[src/tcs_pkg.sv]
// ----------------------------------------------------------------------------
// Travel calibration sequencer package
// Phase and motor command codes, register indexes and saturation limits
// shared by the sequencer and its checker.
// ----------------------------------------------------------------------------
package tcs_pkg;

  typedef enum logic [1:0] {
    PH_IDLE   = 2'd0,
    PH_BOTTOM = 2'd1,
    PH_TOP    = 2'd2,
    PH_SPARE  = 2'd3
  } phase_t;

  typedef enum logic [1:0] {
    CMD_NONE = 2'd0,
    CMD_STOP = 2'd1,
    CMD_FWD  = 2'd2,
    CMD_BACK = 2'd3
  } cmd_t;

  localparam int unsigned INTERVAL_W = 10;
  localparam int unsigned LIMIT_W    = 16;
  localparam int unsigned CFG_DATA_W = 16;
  localparam int unsigned TRAVEL_W   = 24;
  localparam int unsigned STALL_W    = 17;

  localparam logic CFG_IDX_STEP_INTERVAL = 1'b0;
  localparam logic CFG_IDX_STALL_LIMIT   = 1'b1;

  localparam logic [INTERVAL_W-1:0] STEP_INTERVAL_RST = 10'd2;
  localparam logic [LIMIT_W-1:0]    STALL_LIMIT_RST   = 16'd100;

  localparam logic [TRAVEL_W-1:0] TRAVEL_MAX = 24'hFF_FFFF;
  localparam logic [STALL_W-1:0]  STALL_MAX  = 17'h1_FFFF;

endpackage

[src/travel_calibration_sequencer.sv]
// ----------------------------------------------------------------------------
// Travel calibration sequencer
// Drives a motor toward the bottom limit, then toward the top limit, while
// measuring the travel from the encoder and watching for a stalled motor.
// ----------------------------------------------------------------------------
// Usage: each input transfer is either a start (mode = 1) or an update carrying
// the current millisecond time, the encoder delta and both limit switches.
// Every input transfer yields exactly one result transfer with the motor
// command, the phase and the status flags after the item is applied.
// An input transfer lands in an input register; the update logic reads it
// with the sequencer state and writes the result register once that register
// is free, and the result is offered from the result register.
// Throughput is one item per cycle while the receiver does not stall, set by
// the combinational state update between the input and result registers.
// When the receiver stalls, the result register holds its value and the input
// register still takes one more item; in_stall rises only when both are full.
// Reset clears both stages, returns the phase to idle, clears the counters and
// flags, and loads the default step interval and stall limit.
// Configuration writes are applied on the edge where cfg_we is high and must be
// made while no item is in flight; the block itself does not enforce this.
// ----------------------------------------------------------------------------
module travel_calibration_sequencer (
  input  logic                            clk,
  input  logic                            rst_n,
  input  logic                            cfg_we,
  input  logic                            cfg_index,
  input  logic [tcs_pkg::CFG_DATA_W-1:0]  cfg_data,
  input  logic                            in_valid,
  output logic                            in_stall,
  input  logic                            in_mode,
  input  logic [31:0]                     in_now_ms,
  input  logic signed [15:0]              in_encoder_delta,
  input  logic                            in_top_pressed,
  input  logic                            in_bottom_pressed,
  output logic                            out_valid,
  input  logic                            out_stall,
  output logic [1:0]                      out_motor_cmd,
  output logic [1:0]                      out_phase_now,
  output logic                            out_running,
  output logic                            out_finished,
  output logic                            out_failed,
  output logic [23:0]                     out_measured_steps
);

  logic [tcs_pkg::INTERVAL_W-1:0] step_interval_r;
  logic [tcs_pkg::LIMIT_W-1:0]    stall_limit_r;

  logic        s1_valid_r;
  logic        s1_mode_r;
  logic [31:0] s1_now_r;
  logic [15:0] s1_delta_r;
  logic        s1_top_r;
  logic        s1_bottom_r;

  tcs_pkg::phase_t                phase_r, phase_nxt;
  logic [tcs_pkg::TRAVEL_W-1:0]   travel_r, travel_nxt;
  logic [tcs_pkg::STALL_W-1:0]    stall_r, stall_nxt;
  logic [31:0]                    last_step_r, last_step_nxt;
  logic                           done_r, done_nxt;
  logic                           fail_r, fail_nxt;
  tcs_pkg::cmd_t                  cmd_nxt;

  logic                           out_valid_r;
  tcs_pkg::cmd_t                  out_cmd_r;
  tcs_pkg::phase_t                out_phase_r;
  logic                           out_running_r;
  logic                           out_done_r;
  logic                           out_fail_r;
  logic [tcs_pkg::TRAVEL_W-1:0]   out_travel_r;

  logic                           adv;
  logic [tcs_pkg::STALL_W-1:0]    mag;
  logic [31:0]                    elapsed;
  logic                           active;
  logic                           due;
  logic [tcs_pkg::TRAVEL_W:0]     travel_sum;
  logic                           running_nxt;

  assign adv      = !out_valid_r || !out_stall;
  assign in_stall = s1_valid_r && !adv;

  assign mag = s1_delta_r[15]
             ? (tcs_pkg::STALL_W'(17'h1_0000) - {1'b0, s1_delta_r})
             : {1'b0, s1_delta_r};
  assign elapsed    = s1_now_r - last_step_r;
  assign active     = (phase_r == tcs_pkg::PH_BOTTOM) || (phase_r == tcs_pkg::PH_TOP);
  assign due        = elapsed >= {22'd0, step_interval_r};
  assign travel_sum = {1'b0, travel_r} + {8'd0, mag};

  always_comb begin
    phase_nxt     = phase_r;
    travel_nxt    = travel_r;
    stall_nxt     = stall_r;
    last_step_nxt = last_step_r;
    done_nxt      = done_r;
    fail_nxt      = fail_r;
    cmd_nxt       = tcs_pkg::CMD_NONE;
    if (s1_mode_r) begin
      cmd_nxt       = tcs_pkg::CMD_STOP;
      phase_nxt     = tcs_pkg::PH_BOTTOM;
      travel_nxt    = '0;
      stall_nxt     = '0;
      last_step_nxt = '0;
      done_nxt      = 1'b0;
      fail_nxt      = 1'b0;
    end else if (active && due) begin
      last_step_nxt = s1_now_r;
      if (mag != '0) begin
        travel_nxt = travel_sum[tcs_pkg::TRAVEL_W] ? tcs_pkg::TRAVEL_MAX
                                                   : travel_sum[tcs_pkg::TRAVEL_W-1:0];
        stall_nxt  = '0;
      end
      if (phase_r == tcs_pkg::PH_BOTTOM) begin
        if (s1_bottom_r) begin
          cmd_nxt    = tcs_pkg::CMD_STOP;
          travel_nxt = '0;
          stall_nxt  = '0;
          phase_nxt  = tcs_pkg::PH_TOP;
        end else begin
          cmd_nxt = tcs_pkg::CMD_FWD;
          if (stall_nxt != tcs_pkg::STALL_MAX) begin
            stall_nxt = stall_nxt + tcs_pkg::STALL_W'(1);
          end
        end
      end else begin
        if (s1_top_r) begin
          cmd_nxt   = tcs_pkg::CMD_STOP;
          phase_nxt = tcs_pkg::PH_IDLE;
          done_nxt  = 1'b1;
        end else begin
          cmd_nxt = tcs_pkg::CMD_BACK;
          if (stall_nxt != tcs_pkg::STALL_MAX) begin
            stall_nxt = stall_nxt + tcs_pkg::STALL_W'(1);
          end
        end
      end
      if ((cmd_nxt != tcs_pkg::CMD_STOP) && (stall_nxt > {1'b0, stall_limit_r})) begin
        cmd_nxt   = tcs_pkg::CMD_STOP;
        phase_nxt = tcs_pkg::PH_IDLE;
        fail_nxt  = 1'b1;
      end
    end
  end

  assign running_nxt = (phase_nxt != tcs_pkg::PH_IDLE) && !done_nxt && !fail_nxt;

  always_ff @(posedge clk) begin
    if (!rst_n) begin
      step_interval_r <= tcs_pkg::STEP_INTERVAL_RST;
      stall_limit_r   <= tcs_pkg::STALL_LIMIT_RST;
    end else if (cfg_we) begin
      case (cfg_index)
        tcs_pkg::CFG_IDX_STEP_INTERVAL: step_interval_r <= cfg_data[tcs_pkg::INTERVAL_W-1:0];
        tcs_pkg::CFG_IDX_STALL_LIMIT:   stall_limit_r   <= cfg_data[tcs_pkg::LIMIT_W-1:0];
        default: ;
      endcase
    end
  end

  always_ff @(posedge clk) begin
    if (!rst_n) begin
      s1_valid_r <= 1'b0;
    end else if (!in_stall) begin
      s1_valid_r <= in_valid;
    end
  end

  always_ff @(posedge clk) begin
    if (in_valid && !in_stall) begin
      s1_mode_r   <= in_mode;
      s1_now_r    <= in_now_ms;
      s1_delta_r  <= in_encoder_delta;
      s1_top_r    <= in_top_pressed;
      s1_bottom_r <= in_bottom_pressed;
    end
  end

  always_ff @(posedge clk) begin
    if (!rst_n) begin
      out_valid_r <= 1'b0;
      phase_r     <= tcs_pkg::PH_IDLE;
      travel_r    <= '0;
      stall_r     <= '0;
      last_step_r <= '0;
      done_r      <= 1'b0;
      fail_r      <= 1'b0;
    end else if (adv) begin
      out_valid_r <= s1_valid_r;
      if (s1_valid_r) begin
        phase_r     <= phase_nxt;
        travel_r    <= travel_nxt;
        stall_r     <= stall_nxt;
        last_step_r <= last_step_nxt;
        done_r      <= done_nxt;
        fail_r      <= fail_nxt;
      end
    end
  end

  always_ff @(posedge clk) begin
    if (adv && s1_valid_r) begin
      out_cmd_r     <= cmd_nxt;
      out_phase_r   <= phase_nxt;
      out_running_r <= running_nxt;
      out_done_r    <= done_nxt;
      out_fail_r    <= fail_nxt;
      out_travel_r  <= travel_nxt;
    end
  end

  assign out_valid          = out_valid_r;
  assign out_motor_cmd      = out_cmd_r;
  assign out_phase_now      = out_phase_r;
  assign out_running        = out_running_r;
  assign out_finished       = out_done_r;
  assign out_failed         = out_fail_r;
  assign out_measured_steps = out_travel_r;

endmodule

[config.mk]
export PLATFORM = sky130hd
export DESIGN_NAME = travel_calibration_sequencer
export DESIGN_NICKNAME = d
export VERILOG_FILES = /design/src/tcs_pkg.sv /design/src/travel_calibration_sequencer.sv
export SDC_FILE = /design/constraint.sdc
export NUM_CORES = 1
export LEC_CHECK = 0
export BUFFER_PORTS_ARGS = -buffer_cell sky130_fd_sc_hd__clkbuf_2
export CAP_MARGIN = 40
export CORE_AREA = 4 4 143 179
export DETAILED_ROUTE_END_ITERATION = 8
export DIE_AREA = 0 0 147 183
export HOLD_SLACK_MARGIN = 0.03
export MAX_ROUTING_LAYER = met4
export PLACE_DENSITY = 0.65
export SLEW_MARGIN = 20
export SYNTH_ARGS = -nofsm -noshare
export SYNTH_HDL_FRONTEND = slang
export SYNTH_SLANG_ARGS = --single-unit
[constraint.sdc]
create_clock -name clk -period 14.5 [get_ports clk]
set_input_delay 1.45 -clock clk [delete_from_list [all_inputs] [get_ports clk]]
set_output_delay 1.45 -clock clk [all_outputs]
set_load 0.005 [all_outputs]
==> results of run 1 <==
[power by group through the flow]
stage	clock [mW]	combinational [mW]	sequential, mW
floorplan	0	0.119	0.588
global placement	0	0.165	0.590
detailed placement	0	0.167	0.590
CTS	0.479	0.168	0.578
global route	0.499	0.188	0.580
finish	0.468	0.167	0.578
[cells by family after synthesis]
kind of cell / Yosys count / synth area share [%]
AO/OA/AOI/OAI: 387 / 23.2
buffers and inverters: 140 / 5.15
XOR/XNOR: 59 / 4.56
other: 1 / 0.0331
flip-flops: 187 / 40.3
adder cells (fa/ha/maj): 79 / 8.86
AND/OR/NAND/NOR: 409 / 17.5
multiplexers: 5 / 0.442
[cell usage after synthesis (all sizes together), types with 18 or more instances]
cell type	instances	area (µm²)
a22o	45	394
o21ai	72	364
a21o	23	173
dfxtp	105	2100
nand3	35	175
xor2	24	210
nand2	163	612
clkbuf	22	82.6
a31oi	25	156
edfxtp	82	2460
xnor2	35	307
inv	87	327
buf	30	170
ha	77	963
o211ai	18	135
nor2	79	299
a21oi	100	504
[registers in the layout, indices dropped and copies added, names as in the netlist, 2 cells and up]
name / flops
step_interval_r: 10
phase_r: 2
out_motor_cmd: 2
stall_limit_r: 16
s1_delta_r: 16
out_phase_now: 2
out_measured_steps: 24
s1_now_r: 32
travel_r: 24
last_step_r: 32
stall_r: 17
[per-layer routing]
layer / share of wire, % / up-vias / global-route usage, %
li1: - / 4823 / -
met1: 41 / 4461 / 23.4
met2: 52 / 228 / 37.7
met3: 3.6 / 52 / 2.84
met4: 3.6 / 0 / 8.69
met5: 0 / - / -
[worst min path at each step]
stage,from,end,slack (ns),cells past startpoint
after floorplan,last_step_r[0],last_step_r[0],0.43,2
after global placement,stall_limit_r[13],stall_limit_r[13],0.44,2
after detailed placement,stall_limit_r[9],stall_limit_r[9],0.45,2
after CTS,stall_limit_r[9],stall_limit_r[9],0.46,2
after global routing,stall_limit_r[4],stall_limit_r[4],0.48,2
final,stall_limit_r[12],stall_limit_r[12],0.46,2
[cell type report]
class                      count  share of cell area, %
tap                          325                   3.20
clock inverter                11                  0.798
multi-input combinational    940                   48.9
inverter                      88                   2.60
sequential                   187                   35.9
clock buffer                  21                   3.88
timing repair buffer         114                   4.70
[tightest hold or removal path: cells and delay by family, from the launching register on]
family | cells | cell delay, ns
compound gates | 1 | 0.05
flops | 1 | 0.31
simple gates | 1 | 0.05
[per-stage QoR]
stage | power (mW) | util (%)
floorplan | 0.707 | -
global placement | 0.755 | 51.0
detailed placement | 0.758 | 51.0
CTS | 1.23 | 53.5
global route | 1.27 | 53.5
finish | 1.21 | 53.5
==> metrics.csv, run 1 <==
metric;value;unit
outcome;finished, final reports clean;
start_util;47.7;%
ys_async_sr_fraction;0;%
clk_path_buf_depth;2;
path_clk_slew;0.08;ns
p_leak;4.86;nW
dp_hpwl;21.0;mm
fmax;149;MHz
critPathKind;reg -> reg;
worstPathRequired;14.78;ns
grt_max_degree;49;
rsz0062_at_grt;false;
cp.depth;27;
fin_nets;1500;
vdd_drop_max;0.0832;mV
avgSynthCellArea;8.94;µm²
io_buffer_count;105;
layout_common_cells;nand2_1, dfxtp_1, clkbuf_2, a21oi_1, inv_1;
grt_pass1_wl;45.2;mm
finalClockSkew;0.0149;ns
critPathBufInv;1;
cts_hold_buf;0;
period_needed;6.69;ns
hold_ws;0.455;ns
power_frac_seq;47.7;%
synthesis.area;11300;µm²
worst_slack;7.81;ns
cts_buffers;17;
dp.cells;1654;
fp.dieH;183;µm
postSynthCellCount;1267;
final_cells;1686;
ys_seq_elements;187;
post_cts_buffers;0;
critPathArrivalTime;6.97;ns
dpl_cell_area;12100;µm²
startpoint_type;flop;
grt_overflow_total;0;
clkPwrFrac;38.6;%
cp-startpoint;s1_delta_r[2];
rows;63;
setup_viol;0;
clock-sinks;187;
cpLargestDelayFamily;simple AND/OR/NAND/NOR gates;
max_slew.worst_pin.slew;0.785;ns
cts.repair.resized;0;
cts_tree;yes;
drt-pass1-iter-count;5;
crit_fanout;20;
drtIter0Drc;402;
antenna_found_initial;0;
fp.dieArea;26900;µm²
endpoint;out_running;
vias;9564;
reg2reg_depth;27;
power_density;95.5;nW/µm²
routedWlPerCell;16.2;µm
power.switching;0.332;mW
drcViolationCount;0;
grt_pass1_vias;9210;
critPathSlowestCell;or4_1;
synth_edf_count;82;
end_kind;flop;
mostFrequentLayoutCell;nand2_1;
layout.area.seq;4560;µm²
slew_violations;0;
area_growth;12.1;%
maxCapViolations;0;
die-width;147;µm
power_frac_comb;13.8;%
antenna_left;0;
r2r_start;s1_delta_r[2];
pin_count;106;
critPathMaxStageDelay;0.51;ns
r2r_end;out_running;
yosys.cell_types.count;86;
max_slew_margin;47.5;%
rrSetupSlack;7.81;ns
swShare;27.4;%
num_antenna_cells;0;
drive_gt1_share;12.2;%
tns;0;ns
syn_nets;1419;
fill_cells;2181;
drt_wl_total;27.4;mm
insertion_delay;0.44;ns
vias_per_cell;5.67;
p_int;0.881;mW
clockRootBuffer;clkbuf_16;
stdcell_area;12700;µm²
ys_warn_count;0;
gp_congestion;0.934;
grt.total_usage;21.0;%
synth_ff_type;dfxtp_1;
core-area;23700;µm²
htreeDepth;4;
min_path_type;reg -> reg;
finalCritPeriodShare;46.1;%
ys_seq_area_share;40.3;%
multi_input_area;6210;µm²
hold_violations;0;
pre_cts_slack;7.92;ns
No activity file was read; power rests on OpenSTA's default activity.
==> run 2: changes to the inputs <==
Clock period 14.5 ns to 6.9 ns, I/O delays scaled along.
==> metrics.csv, run 2 (synthesis results as in run 1) <==
metric;value;unit
outcome;finished, final reports clean;
drt_wl_total;27.5;mm
clock-sinks;187;
routedWlPerCell;16.3;µm
area_growth;12.1;%
finalClockSkew;0.0102;ns
rrSetupSlack;0.57;ns
antenna_left;0;
dp.cells;1656;
critPathKind;reg -> reg;
grt_max_degree;68;
htreeDepth;4;
maxCapViolations;0;
vdd_drop_max;0.172;mV
dp_hpwl;20.8;mm
finalCritPeriodShare;91.7;%
core-area;23700;µm²
r2r_start;s1_delta_r[2];
post_cts_buffers;0;
clockRootBuffer;clkbuf_16;
grt_pass1_wl;45.3;mm
layout_common_cells;nand2_1, dfxtp_1, clkbuf_2, a21oi_1, inv_1;
power.total;2.53;mW
cts_tree;yes;
end_kind;flop;
grt_overflow_total;0;
reg2reg_depth;31;
vias;9475;
max_slew_margin;46.6;%
max_slew.worst_pin.slew;0.801;ns
fp.dieArea;26900;µm²
vias_per_cell;5.61;
drive_gt1_share;12.5;%
reg_top3;last_step_r: 32 flops, s1_now_r: 32 flops;
power_density;199;nW/µm²
fmax;158;MHz
hold_violations;0;
endpoint;out_running;
critPathMaxStageDelay;0.50;ns
p_leak;4.87;nW
cp-startpoint;s1_delta_r[2];
num_antenna_cells;0;
drtIter0Drc;393;
gp_congestion;0.908;
antenna_found_initial;0;
min_path_type;in -> reg;
fin_nets;1502;
rows;63;
critPathArrivalTime;6.51;ns
crit_fanout;5;
fp.dieH;183;µm
startpoint_type;flop;
drt-pass1-iter-count;5;
tns;0;ns
cts_hold_buf;0;
path_clk_slew;0.08;ns
die-width;147;µm
start_util;47.7;%
final_cells;1688;
clk_path_buf_depth;2;
io_buffer_count;105;
r2r_end;out_running;
pin_count;106;
worstPathRequired;7.09;ns
setup_viol;0;
mostFrequentLayoutCell;nand2_1;
period_needed;6.33;ns
grt_pass1_vias;9247;
rsz0062_at_grt;false;
critPathSlowestCell;or4_1;
grt.total_usage;21.1;%
insertion_delay;0.44;ns
drcViolationCount;0;
cts_buffers;17;
slew_violations;0;
[run 2: what timing repair did]
action,CTS,global route
endpoints found under the setup margin,0,6
resized for setup,0,2
endpoints found under the hold margin,0,0
[run 2: metal layers]
metal  track usage, %  wire (µm)  up-vias
li1                 -          -     4818
met5                -          0        -
met2             38.1      14300      203
met3             3.34        901       44
met4             7.57        758        0
met1             23.5      11600     4410
[run 2: critical path: cells and delay by family, from the launching register on]
kind,cells,cell delay (ns)
and+or+nand+nor,20,3.65
AOI/OAI and AO/OA,7,1.08
xor gates and xnor gates,2,0.36
adders and majority gates,2,0.52
DFF,1,0.45
[run 2: final cells by class]
cell class / count / area [µm²]
flip-flops and latches: 187 / 4560
repair buffers: 116 / 612
well taps: 325 / 407
clock inverters: 14 / 120
clock buffers: 18 / 450
inverters: 88 / 330
fillers: 2201 / 11000
multi-input cells: 940 / 6220
[run 2: power by group]
part	switching [mW]	leakage (nW)	internal, mW
sequential	0.0220	1.65	1.19
clock	0.468	0.288	0.498
combinational	0.220	2.93	0.133
total	0.709	4.87	1.82
[run 2: worst min path at each step]
stage,startpoint,end,slack (ns),cells after the start
after detailed placement,stall_limit_r[8],stall_limit_r[8],0.45,2
final,in_now_ms[12],s1_now_r[12],0.42,1
after CTS,in_now_ms[10],s1_now_r[10],0.40,1
after global placement,stall_limit_r[13],stall_limit_r[13],0.44,2
after global routing,in_now_ms[13],s1_now_r[13],0.40,1
after floorplan,last_step_r[0],last_step_r[0],0.43,2
[run 2: metrics by stage]
stage	setup WS, ns	instance area [µm²]	hold slack, ns	util [%]
floorplan	0.866	11300	0.428	-
global placement	0.471	12100	0.442	51.0
detailed placement	0.414	12100	0.448	51.1
CTS	0.368	12700	0.404	53.5
global route	0.0245	12700	0.399	53.5
finish	0.571	12700	0.420	53.5
